`src/bgrpal_pkg.sv`:
```
// ----------------------------------------------------------------------------
// bgrpal_pkg
// Shared constants, codes and a helper function for the BGR555 palette lookup
// stage with master brightness.
// ----------------------------------------------------------------------------
`default_nettype none

package bgrpal_pkg;

   // Palette geometry.
   localparam int PALETTE_DEPTH_DEFAULT = 256;
   localparam int WORD_W                = 15;
   localparam int INDEX_W               = 8;

   // Colour channel geometry.
   localparam int CHAN_W   = 5;
   localparam int COLOR_W  = 8;
   localparam int LEVEL_W  = 4;
   localparam int PROD_W   = COLOR_W + LEVEL_W;
   localparam int CFG_W    = 8;

   // Brightness saturates at full scale.
   localparam int LEVEL_MAX = 15;

   // Division by fifteen as a reciprocal multiply: for products below 4096,
   // floor(x * 4370 / 65536) equals floor(x / 15).
   localparam int RECIP       = 4370;
   localparam int RECIP_SHIFT = 16;
   localparam int RECIP_W     = PROD_W + 13;

   // Item function codes.
   localparam logic FUNC_WRITE  = 1'b0;
   localparam logic FUNC_LOOKUP = 1'b1;

   // Register indexes.
   localparam logic CSR_BRIGHTNESS = 1'b0;
   localparam logic CSR_LAST_ENTRY = 1'b1;

   // Widen a 5-bit channel to 8 bits by repeating its top bits.
   function automatic logic [COLOR_W-1:0] widen5(input logic [CHAN_W-1:0] c5);
      widen5 = {c5, c5[CHAN_W-1 -: 3]};
   endfunction

endpackage

`default_nettype wire

```
`src/bgrpal_scale.sv`:
```
// ----------------------------------------------------------------------------
// bgrpal_scale
// Two-stage colour scaler: widens the three BGR555 channels, multiplies each
// by the brightness level, then divides by fifteen into the result registers.
// ----------------------------------------------------------------------------
`default_nettype none

module bgrpal_scale
   import bgrpal_pkg::*;
(
   input  wire logic               clock,
   input  wire logic               enable,
   input  wire logic [LEVEL_W-1:0] level,
   input  wire logic [WORD_W-1:0]  entry,
   output logic      [COLOR_W-1:0] red,
   output logic      [COLOR_W-1:0] green,
   output logic      [COLOR_W-1:0] blue
);

   logic [PROD_W-1:0]  prod_in  [3];
   logic [PROD_W-1:0]  prod_ff  [3];
   logic [RECIP_W-1:0] recip    [3];
   logic [COLOR_W-1:0] color_in [3];
   logic [COLOR_W-1:0] color_ff [3];

   // Widen each channel and scale it by the level.
   always_comb begin
      for (int ch = 0; ch < 3; ch++) begin
         prod_in[ch] = PROD_W'(widen5(entry[ch*CHAN_W +: CHAN_W])) * PROD_W'(level);
      end
   end

   // Divide each product by fifteen through the reciprocal.
   always_comb begin
      for (int ch = 0; ch < 3; ch++) begin
         recip[ch]    = RECIP_W'(prod_ff[ch]) * RECIP_W'(RECIP);
         color_in[ch] = recip[ch][RECIP_SHIFT +: COLOR_W];
      end
   end

   // Product and result registers advance together with the pipeline.
   always_ff @(posedge clock) begin
      if (enable) begin
         prod_ff  <= prod_in;
         color_ff <= color_in;
      end
   end

   assign red   = color_ff[0];
   assign green = color_ff[1];
   assign blue  = color_ff[2];

endmodule

`default_nettype wire

```
`config.mk`:
```
export PLATFORM = sky130hd
export DESIGN_NAME = bgrpal_scale
export DESIGN_NICKNAME = d
export VERILOG_FILES = /design/src/bgrpal_pkg.sv /design/src/bgrpal_scale.sv
export SDC_FILE = /design/constraint.sdc
export NUM_CORES = 1
export LEC_CHECK = 0
export BUFFER_PORTS_ARGS = -buffer_cell sky130_fd_sc_hd__buf_4
export CELL_PAD_IN_SITES_DETAIL_PLACEMENT = 1
export CELL_PAD_IN_SITES_GLOBAL_PLACEMENT = 2
export CORE_MARGIN = 2
export CORE_UTILIZATION = 30
export CTS_BUF_LIST = sky130_fd_sc_hd__clkbuf_8
export DETAILED_ROUTE_END_ITERATION = 7
export GPL_TIMING_DRIVEN = 0
export PLACE_DENSITY_LB_ADDON = 0.3
export SLEW_MARGIN = 20
export SYNTH_ARGS = -nofsm -noshare
export SYNTH_HDL_FRONTEND = slang
export SYNTH_SLANG_ARGS = --single-unit
```
`constraint.sdc`:
```
create_clock -name clock -period 11.62 [get_ports clock]
set_input_delay 0.581 -clock clock [delete_from_list [all_inputs] [get_ports clock]]
set_output_delay 0.581 -clock clock [all_outputs]
set_load 0.03 [all_outputs]
```
==> flow_summary.yaml <==
synth:
  ys_warn_count: 0
  synth_fp_nets: 1060
  syn_avg_cell_area_um2: 10.6
  synthTopCellsByArea: "ha_1 (36%), edfxtp_1 (22%), fa_1 (13%)"
  yosys.area.top_type: "ha_1"
  synthFlopType: "edfxtp_1"
  ys_seq_elements: 60
  syn_area_um2: 8020
  ys_async_sr_fraction: 0
  syn_inst: 757
  yosysTopAreaCellShare: 0.356
  yosysUniqueCellTypes: 47
  synth_edf_count: 60
  synth-seq-area-share: 0.225
setup_path:
  cp-end-kind: "register"
  path_max_fanout: 5
  required_ps: 11730
  arrival_ps: 4210
  worstSetupPathType: "register to register"
  crit_path_start_kind: "register"
clock_tree:
  cts_resized: 0
  root_buffer: "clkbuf_8"
  clk_pin_slew_worst_paths_ps: 80
  cts_buffers: 9
  cts_hold_buf: 0
  htree_num_levels: 3
  cts_setup_buffers: 0
  cts_max_path_buffers: 2
  cts_tree: "yes"
  insertion_delay_ps: 350
  cts_sinks: 60
floorplanning:
  dieArea_um2: 28100
  pin_count: 45
  start_util: 0.307
  core_um2: 26100
  die_h_um: 168
  dieWidth_um: 168
  core.rowCount: 59
power_and_ir_drop:
  powerDensity_nw_per_um2: 253
  ir_drop_mv: 0.0750
  power.leakage_nw: 4.65
flow_run:
  drv_cap: 0
placement:
  io_buffers: 44
  place.gp.congestion: 0.758
  dp_hpwl_mm: 13.8
run_status:
  failed_checks: "DRC"
  status: "finished with violations"
global_routing:
  overflow: 0
  gr-usage-all-layers: 0.123
  antenna_found_initial: 0
  grt_pass1_vias: 5644
  grt_max_degree: 61
  grt_pass1_wl_mm: 27.8
sta:
  timing.fmax_mhz: 244
  finalSetupTns_ps: 0
  worst_pin_slew_ps: 823
  rsz0062_at_grt: "no"
  min_period_over_period: 0.353
  maxSlewHeadroom: 0.452
  min_period_ps: 4100
  setup_viol: 0
  slew_viol_final: 0
  timing.hold.ws_ps: 628
  hold_viol_final: 0
  skew_ps: 15.8
cells_and_area:
  final_cell_mix: "ha_1 (228), inv_1 (119), edfxtp_1 (60)"
  insertedDiodeCount: 0
  drive_above_1_share: 0.0785
  final_nets: 1115
  areaGrowthSynthToFinish_pct: 11.5
  layout_commonest_cell: "ha_1"
detailed_routing:
  routed_via_density: 4.69
  wl_mm: 16.0
  drt_iter0_markers: 170
  antenna_left: 0
  post-route-drc-count: 4
  avgRoutedWirePerCell_um: 13.9
  dr.pass1.iters: 8
  vias: 5395
hold_path:
  min_path_type: "input port to register"
[cell families (layout without fill, tap and decap cells)]
logic type | Yosys count | in the layout | synth area share
compound gates | 113 | 113 | 0.0920
xor+xnor | 45 | 45 | 0.0491
fa+ha+maj | 282 | 282 | 0.490
buf+inv | 122 | 180 | 0.0571
flops | 60 | 60 | 0.225
simple gates | 135 | 135 | 0.0867
[registers in the layout, summed over array words and instances, names as in the netlist]
| register | cells |
|---|---|
| prod_ff | 36 |
| blue | 8 |
| green | 8 |
| red | 8 |
[critical path: stages, from the launching register on]
cell,delay (ps)
edfxtp_1,440
ha_1,350
inv_1,70
fa_1,500
inv_1,40
ha_1,290
ha_1,290
ha_1,330
a2111oi_0,400
a21oi_1,80
a41oi_1,260
a21boi_1,180
nor2_1,300
o21ai_0,170
xor2_1,160
[stage by stage]
stage               setup WS (ps)  cells  power (W)  utilization  cell area [um2]
floorplan                    7900    757    0.00168            -             8020
global placement             7280   1136    0.00210        0.336             8770
detailed placement           7260   1136    0.00210        0.336             8770
CTS                          7460   1150    0.00232        0.342             8940
global route                 7170   1150    0.00259        0.342             8940
finish                       7520   1150    0.00226        0.342             8940
[routing by layer]
layer,share of wire,track usage,vias up
met5,0,0,-
met4,0.012,0.0340,0
met3,0.019,0.0173,11
met2,0.44,0.192,44
met1,0.53,0.177,2586
li1,-,-,2754
[worst paths after layout]
| kind | startpoint | to | slack (ps) | cells past startpoint |
|---|---|---|---|---|
| worst max-delay path | prod_ff[5] | blue[4] | 7520 | 14 |
| worst max register to register | prod_ff[5] | blue[4] | 7520 | 14 |
| worst min register to register | prod_ff[23] | green[7] | 900 | 2 |
| worst min-delay path | entry[2] | prod_ff[24] | 630 | 3 |
[final cells by class]
class / count / area, um2
Timing Repair Buffer: 44 / 330
Fill cell: 2959 / 17200
Multi-Input combinational cell: 575 / 5760
Inverter: 118 / 443
Buffer: 4 / 15.0
Clock buffer: 9 / 124
Tap cell: 335 / 419
Sequential cell: 60 / 1800
Clock inverter: 5 / 46.3
[Yosys cell counts (all sizes together), types with 3 or more instances]
cell    number
nor3         7
edfxtp      60
o211ai       3
o31ai        3
and2        38
xor2        21
ha         228
nand4        9
a21o        13
a21oi       40
or4          3
nor4         4
nand3        6
clkbuf       4
nand2       42
inv        118
nor2        18
a31oi        4
xnor2       24
o21a         5
fa          54
o21ai       20
o21bai      10
[where the power goes]
part           internal, W  switching, W
Sequential        0.000381     0.0000514
Combinational     0.000735      0.000917
Clock            0.0000941     0.0000861
(Power assumes the default switching activity.)
